<file path="src/hw/rtl/rcid_pkg.sv">
// Shared types and codes for the reference-counted ID allocator.
// No dependencies; imported by the controller, datapath and top level.
package rcid_pkg;

   typedef enum logic [1:0] {
      OP_ALLOCATE = 2'd0,
      OP_RELEASE  = 2'd1,
      OP_ADD_REF  = 2'd2
   } op_type;

   typedef enum logic [1:0] {
      ST_OK         = 2'd0,
      ST_NO_ID      = 2'd1,
      ST_STACK_FULL = 2'd2,
      ST_SATURATED  = 2'd3
   } status_type;

   typedef enum logic {
      S_IDLE = 1'b0,
      S_EXEC = 1'b1
   } state_type;

   // Commands from the controller to the datapath.
   typedef struct packed {
      logic capture;   // latch request, launch memory reads
      logic execute;   // update state, register result
   } cmd_type;

   localparam int ID_W = 8;

endpackage

</file>
<file path="src/hw/rtl/refcounted_id_allocator.sv">
// Reference-counted ID allocator: free stack plus per-ID holder counts.
// Requests do not overlap: after the registered read of the stack and holder-count
// memories, busy holds off the next request during their write-back, and the result
// strobe rsp_valid is registered.
// Reset (synchronous): stack empty, fresh counter zero, all holder counts cleared
// at once by per-entry valid flags. Results cannot be stalled by the receiver.
module refcounted_id_allocator #(
   parameter int ID_COUNT   = 256,
   parameter int COUNT_BITS = 8
) (
   input  logic                       clock,
   input  logic                       reset,
   // request channel: transfer when start && !busy
   input  logic                       start,
   output logic                       busy,
   input  logic [1:0]                 req_operation,
   input  logic [rcid_pkg::ID_W-1:0]  req_id,
   // response channel: one-cycle strobe, always taken
   output logic                       rsp_valid,
   output logic [rcid_pkg::ID_W-1:0]  rsp_given_id,
   output logic                       rsp_returned_to_pool,
   output logic [1:0]                 rsp_status
);
   import rcid_pkg::*;

   cmd_type cmd;

   // Sequence the registered read and the write-back of each request.
   rcid_ctrl u_ctrl (
      .clock (clock),
      .reset (reset),
      .start (start),
      .busy  (busy),
      .cmd   (cmd)
   );

   // Hold the stack, holder counts and fresh counter; register the result.
   rcid_dp #(
      .ID_COUNT   (ID_COUNT),
      .COUNT_BITS (COUNT_BITS)
   ) u_dp (
      .clock                (clock),
      .reset                (reset),
      .cmd                  (cmd),
      .req_operation        (req_operation),
      .req_id               (req_id),
      .rsp_valid            (rsp_valid),
      .rsp_given_id         (rsp_given_id),
      .rsp_returned_to_pool (rsp_returned_to_pool),
      .rsp_status           (rsp_status)
   );

endmodule

</file>
<file path="src/hw/rtl/rcid_ctrl.sv">
// Controller state machine for the ID allocator.
// Depends on rcid_pkg (state and command types).
module rcid_ctrl (
   input  logic             clock,
   input  logic             reset,
   input  logic             start,
   output logic             busy,
   output rcid_pkg::cmd_type cmd
);
   import rcid_pkg::*;

   state_type state_ff;
   state_type state_in;

   always_ff @(posedge clock) begin
      if (reset) begin
         state_ff <= S_IDLE;
      end else begin
         state_ff <= state_in;
      end
   end

   always_comb begin
      state_in = state_ff;
      case (state_ff)
         S_IDLE: begin
            if (start) state_in = S_EXEC;
         end
         S_EXEC: begin
            state_in = S_IDLE;
         end
         default: begin
            state_in = S_IDLE;
         end
      endcase
   end

   always_comb begin
      busy        = 1'b0;
      cmd.capture = 1'b0;
      cmd.execute = 1'b0;
      case (state_ff)
         S_IDLE: begin
            cmd.capture = start;
         end
         S_EXEC: begin
            busy        = 1'b1;
            cmd.execute = 1'b1;
         end
         default: begin
            busy = 1'b0;
         end
      endcase
   end

endmodule

</file>
<file path="src/hw/rtl/rcid_dp.sv">
// Datapath of the ID allocator: free stack, holder counts, fresh counter, result.
// Depends on rcid_pkg (codes and command type).
module rcid_dp #(
   parameter int ID_COUNT   = 256,
   parameter int COUNT_BITS = 8
) (
   input  logic                       clock,
   input  logic                       reset,
   input  rcid_pkg::cmd_type          cmd,
   input  logic [1:0]                 req_operation,
   input  logic [rcid_pkg::ID_W-1:0]  req_id,
   output logic                       rsp_valid,
   output logic [rcid_pkg::ID_W-1:0]  rsp_given_id,
   output logic                       rsp_returned_to_pool,
   output logic [1:0]                 rsp_status
);
   import rcid_pkg::*;

   localparam int HC_DEPTH  = (ID_COUNT < (1 << ID_W)) ? ID_COUNT : (1 << ID_W);
   localparam int HC_BITS   = $clog2(HC_DEPTH);
   localparam int SP_BITS   = $clog2(ID_COUNT);
   localparam int FILL_BITS = $clog2(ID_COUNT + 1);
   localparam logic [FILL_BITS-1:0]  FILL_MAX  = FILL_BITS'(ID_COUNT);
   localparam logic [ID_W:0]         ID_LIMIT  = (ID_W + 1)'(HC_DEPTH);
   localparam logic [COUNT_BITS-1:0] COUNT_MAX = '1;
   localparam logic [COUNT_BITS-1:0] COUNT_TWO = COUNT_BITS'(2);
   localparam logic [COUNT_BITS-1:0] COUNT_ONE = COUNT_BITS'(1);

   // memories
   logic [ID_W-1:0]       stk_mem [ID_COUNT];
   logic [COUNT_BITS-1:0] hc_mem  [HC_DEPTH];
   logic [HC_DEPTH-1:0]   hc_vld_ff;

   logic [FILL_BITS-1:0]  fill_ff;
   logic [FILL_BITS-1:0]  fill_in;
   logic [FILL_BITS-1:0]  fresh_ff;
   logic [FILL_BITS-1:0]  fresh_in;

   logic [1:0]            op_ff;
   logic [ID_W-1:0]       id_ff;
   logic [ID_W-1:0]       stk_rd_ff;
   logic [COUNT_BITS-1:0] hc_rd_ff;

   logic                  rsp_valid_ff;
   logic [ID_W-1:0]       given_ff;
   logic [ID_W-1:0]       given_in;
   logic                  back_ff;
   logic                  back_in;
   status_type            status_ff;
   status_type            status_in;

   logic                  hc_we;
   logic                  hc_wvld;
   logic [COUNT_BITS-1:0] hc_wdata;
   logic                  stk_we;

   logic [FILL_BITS-1:0]  fill_dec;
   logic [SP_BITS-1:0]    stk_raddr;
   logic [HC_BITS-1:0]    hc_addr;
   logic [COUNT_BITS-1:0] count;
   logic                  id_ok;
   logic [FILL_BITS+ID_W-1:0] fresh_ext;

   assign fill_dec  = fill_ff - 1'b1;
   assign stk_raddr = fill_dec[SP_BITS-1:0];
   assign hc_addr   = id_ff[HC_BITS-1:0];
   assign count     = hc_vld_ff[hc_addr] ? hc_rd_ff : '0;
   assign id_ok     = {1'b0, id_ff} < ID_LIMIT;
   assign fresh_ext = {{ID_W{1'b0}}, fresh_ff};

   // request capture and registered memory reads
   always_ff @(posedge clock) begin
      if (cmd.capture) begin
         op_ff     <= req_operation;
         id_ff     <= req_id;
         stk_rd_ff <= stk_mem[stk_raddr];
         hc_rd_ff  <= hc_mem[req_id[HC_BITS-1:0]];
      end
   end

   // operation decode
   always_comb begin
      fill_in   = fill_ff;
      fresh_in  = fresh_ff;
      given_in  = '0;
      back_in   = 1'b0;
      status_in = ST_OK;
      hc_we     = 1'b0;
      hc_wvld   = 1'b0;
      hc_wdata  = '0;
      stk_we    = 1'b0;
      case (op_ff)
         OP_ALLOCATE: begin
            if (fill_ff != '0) begin
               fill_in  = fill_dec;
               given_in = stk_rd_ff;
            end else if (fresh_ff < FILL_MAX) begin
               fresh_in = fresh_ff + 1'b1;
               given_in = fresh_ext[ID_W-1:0];
            end else begin
               status_in = ST_NO_ID;
            end
         end
         OP_RELEASE: begin
            if (id_ok) begin
               if (count > COUNT_ONE) begin
                  hc_we    = 1'b1;
                  hc_wvld  = 1'b1;
                  hc_wdata = count - 1'b1;
               end else begin
                  // last holder gone: drop the entry and push the ID if the stack has room
                  hc_we = 1'b1;
                  if (fill_ff < FILL_MAX) begin
                     stk_we  = 1'b1;
                     fill_in = fill_ff + 1'b1;
                     back_in = 1'b1;
                  end else begin
                     status_in = ST_STACK_FULL;
                  end
               end
            end
         end
         OP_ADD_REF: begin
            if (id_ok) begin
               if (count == '0) begin
                  hc_we    = 1'b1;
                  hc_wvld  = 1'b1;
                  hc_wdata = COUNT_TWO;
               end else if (count == COUNT_MAX) begin
                  status_in = ST_SATURATED;
               end else begin
                  hc_we    = 1'b1;
                  hc_wvld  = 1'b1;
                  hc_wdata = count + 1'b1;
               end
            end
         end
         default: begin
            status_in = ST_OK;
         end
      endcase
   end

   // memory writes
   always_ff @(posedge clock) begin
      if (cmd.execute && stk_we) begin
         stk_mem[fill_ff[SP_BITS-1:0]] <= id_ff;
      end
      if (cmd.execute && hc_we && hc_wvld) begin
         hc_mem[hc_addr] <= hc_wdata;
      end
   end

   // control state
   always_ff @(posedge clock) begin
      if (reset) begin
         fill_ff      <= '0;
         fresh_ff     <= '0;
         hc_vld_ff    <= '0;
         rsp_valid_ff <= 1'b0;
      end else begin
         rsp_valid_ff <= cmd.execute;
         if (cmd.execute) begin
            fill_ff  <= fill_in;
            fresh_ff <= fresh_in;
            if (hc_we) hc_vld_ff[hc_addr] <= hc_wvld;
         end
      end
   end

   // result payload
   always_ff @(posedge clock) begin
      if (cmd.execute) begin
         given_ff  <= given_in;
         back_ff   <= back_in;
         status_ff <= status_in;
      end
   end

   assign rsp_valid            = rsp_valid_ff;
   assign rsp_given_id         = given_ff;
   assign rsp_returned_to_pool = back_ff;
   assign rsp_status           = status_ff;

endmodule

</file>
<file path="config.mk">
export PLATFORM = sky130hd
export DESIGN_NAME = refcounted_id_allocator
export DESIGN_NICKNAME = d
export VERILOG_FILES = /design/src/hw/rtl/rcid_pkg.sv /design/src/hw/rtl/refcounted_id_allocator.sv /design/src/hw/rtl/rcid_ctrl.sv /design/src/hw/rtl/rcid_dp.sv
export SDC_FILE = /design/constraint.sdc
export NUM_CORES = 2
export LEC_CHECK = 0
export BUFFER_PORTS_ARGS = -buffer_cell sky130_fd_sc_hd__buf_2
export CAP_MARGIN = 40
export CORE_UTILIZATION = 40
export DETAILED_ROUTE_END_ITERATION = 10
export PLACE_DENSITY = 0.54
export SETUP_SLACK_MARGIN = 0.5
export SYNTH_ARGS = -nofsm -noshare
export SYNTH_HDL_FRONTEND = slang
export SYNTH_SLANG_ARGS = --single-unit
</file>
<file path="constraint.sdc">
create_clock -name clock -period 20.5 [get_ports clock]
set_input_delay 6.15 -clock clock [delete_from_list [all_inputs] [get_ports clock]]
set_output_delay 6.15 -clock clock [all_outputs]
set_load 0.01 [all_outputs]
</file>
==> run metrics <==
Slew @ Worst Pin=1300 ps; Critical Path Fanout Max=76; syn avg cell area=21.2 sq um; R2R depth=20; Post-Route WL=449 mm; GRT Util Overall=20.3%; Final setup viols=0; Worst-path clk slew=60 ps; crit path time final=10160 ps; slowest CP cell=buf_4; Die Wd=662 microns; PnR worst setup slack=10340 ps; critical path required time=21210 ps; largest net degree at the start of global routing=257; Max Cap Viol=0; drc violations=0; commonest cells in the netlist=edfxtp_1, mux4_2, nor2_1; Fin. Hold Viols=0; Synth area leader=edfxtp_1; Critical Path Start=req_id[1]; fin crit share=49.5%; Post-CTS Resized=0; Synth area leaders=edfxtp_1, mux4_2, dfxtp_1; syn_nets=8251; Netlist Area Pre-Place=174000 sq um; Clock Skew=70.6 ps; Main synth FF type=edfxtp_1; crit-path max cell delay=800 ps; WS Path Type=in -> reg; Worst path most repeated cell=mux4_2; Detail Placement HPWL=277 mm; Seq/Total Area, Yosys=74.5%; HP Class=reg -> reg; Crit. End Element=flop; count leader, synth=edfxtp_1; post-route ant nets=0; RSZ-0062 raised after global routing=no; initial detailed-routing violation count=8790; Post-synth ARST share=0%; CORE AREA=432000 sq um; share of cells above drive strength 1=28.9%; Pwr Density=97.3 nW/um^2; relative max-transition margin=13.3%; Setup WS pre-CTS=9140 ps; critical path data arrival time=10870 ps; max-slew violations=0; Clk Latency, worst-skew pair=1010 ps; leak pwr=61.7 nW; GPL Wtd Cong=0.774; Yosys reg bits=4409; maximum root-to-sink buffer count=4; hold path startpoint=u_dp.hc_vld_ff[231]$_SDFFE_PP0P_; die area=438000 sq um; Area Overhead vs Synth=14.5%; DIE HEIGHT=662 microns; RR Startpoint=u_dp.hc_addr[1]$_DFFE_PP_; Post-synth EDFFs=4133; first-pass GRT wire length=641 mm; via count=84600; Synth Warn #=0; gr ovfl total=0; max frequency=98.4 MHz; total setup buffers inserted after CTS=0; DR WL/cell=30.4 microns; Setup TNS=0 ps; outcome=finished, final reports clean; clk root buf=clkbuf_16; VDD IR-drop max=0.0790 mV; clock sink total=4409; IO Pins=26; final core utilization=46.1%; crit start category=primary input; nets@finish=8699; IO Port Bufs=25; DR vias/cell=5.72; Cells after Synth=8226; initial antenna violation count=20; CTS Buf Count=450; CTS hold repair buffers=0; H-tree depth=5; vias in the first global route=86000; row cnt=241; 1st-pass router iterations=5; TritonCTS clock tree=built; post-synthesis cell type count=74; Initial Util=40.3%; crit-path cells=buf_8 > buf_4 > buf_4 > buf_4 > mux4_2 > mux4_2 > mux4_2 > mux4_2; Yosys top cell area share=71.3%; Hold Path Cell Cnt=2
sequential cells by signal (all words and copies together), names as in the netlist:
| signal | cells |
|---|---|
| u_ctrl.state_ff | 1 |
| u_dp.op_ff | 2 |
| u_dp.fill_ff | 9 |
| u_dp.rsp_returned_to_pool | 1 |
| u_dp.stk_mem | 2048 |
| u_dp.hc_mem | 2048 |
| u_dp.stk_rd_ff | 8 |
| u_dp.rsp_valid | 1 |
| u_dp.hc_rd_ff | 8 |
| u_dp.rsp_status | 2 |
| u_dp.hc_addr | 8 |
| u_dp.rsp_given_id | 8 |
| u_dp.hc_vld_ff | 256 |
| u_dp.fresh_ff | 9 |
per-stage QoR:
| step | power [mW] | hold slack, ps | area (sq um) | cells |
|---|---|---|---|---|
| final | 19.4 | 472 | 199000 | 14800 |
| after global placement | 11.4 | 458 | 181000 | 13600 |
| after detailed placement | 11.5 | 463 | 185000 | 13900 |
| after floorplan | 11.0 | 448 | 174000 | 8226 |
| after CTS | 19.6 | 477 | 199000 | 14800 |
| after global routing | 19.9 | 494 | 199000 | 14800 |
routing by layer:
metal / vias to the layer above / wire (microns) / GRT usage, %
met5: - / 59 / 0
met4: 8 / 11200 / 5.28
met3: 635 / 28500 / 3.06
met2: 2967 / 219000 / 33.0
met1: 45900 / 190000 / 28.7
li1: 35100 / - / -
final cells by class:
cell class | count | area (sq um)
multi-input cells | 3275 | 42400
clock inverters | 264 | 2630
repair buffers | 521 | 5370
inverters | 17 | 63.8
well taps | 5710 | 7140
flip-flops and latches | 4409 | 130000
clock buffers | 568 | 11900
fillers | 35700 | 233000
diodes | 7 | 17.5
worst paths after layout:
check | endpoint | slack, ps
max | u_dp.hc_rd_ff[3]$_DFFE_PP_ | 10340
min | u_dp.hc_vld_ff[231]$_SDFFE_PP0P_ | 470
max reg2reg | u_dp.hc_vld_ff[73]$_SDFFE_PP0P_ | 12420
min reg2reg | u_dp.hc_vld_ff[231]$_SDFFE_PP0P_ | 470
cells in the final DEF, fill, tap and decap left out, drive strengths merged, types with 32 or more instances in the layout:
cell type | Yosys | routed
nand2 | 230 | 230
nor2 | 571 | 571
o31ai | 134 | 134
edfxtp | 4133 | 4133
nand2b | 141 | 141
nor2b | 149 | 149
nand3 | 89 | 89
dfxtp | 276 | 276
bufinv | 0 | 42
clkinv | 2 | 194
buf | 188 | 520
mux4 | 1400 | 1400
o21ai | 136 | 136
mux2i | 182 | 182
clkbuf | 337 | 569
nor3 | 32 | 32
critical path, delay by kind of cell:
kind,cells,cell delay [ps]
buffers and inverters,4,2640
muxes,4,1980
kinds of logic (layout without fill, tap and decap cells):
logic type                 count (synthesis)  count (layout)  share of synthesized area (%)
AOI/OAI and AO/OA                        369             369                           1.41
xor gates and xnor gates                  20              20                          0.101
adders and majority gates                 12              12                         0.0863
buffers and inverters                    542            1370                           1.30
DFF                                     4409            4409                           74.5
muxes                                   1584            1584                           19.2
other                                      0               7                              0
and+or+nand+nor                         1290            1290                           3.43
where the power goes:
| group | switching, mW | leakage (nW) | internal [mW] | total (mW) |
|---|---|---|---|---|
| clock network | 3.48 | 7.06 | 4.64 | 8.12 |
| registers | 0.0164 | 39.7 | 9.90 | 9.92 |
| logic | 0.815 | 14.9 | 0.517 | 1.33 |
| total | 4.31 | 61.7 | 15.1 | 19.4 |
Note: power is estimated with default switching activity, not from simulation.
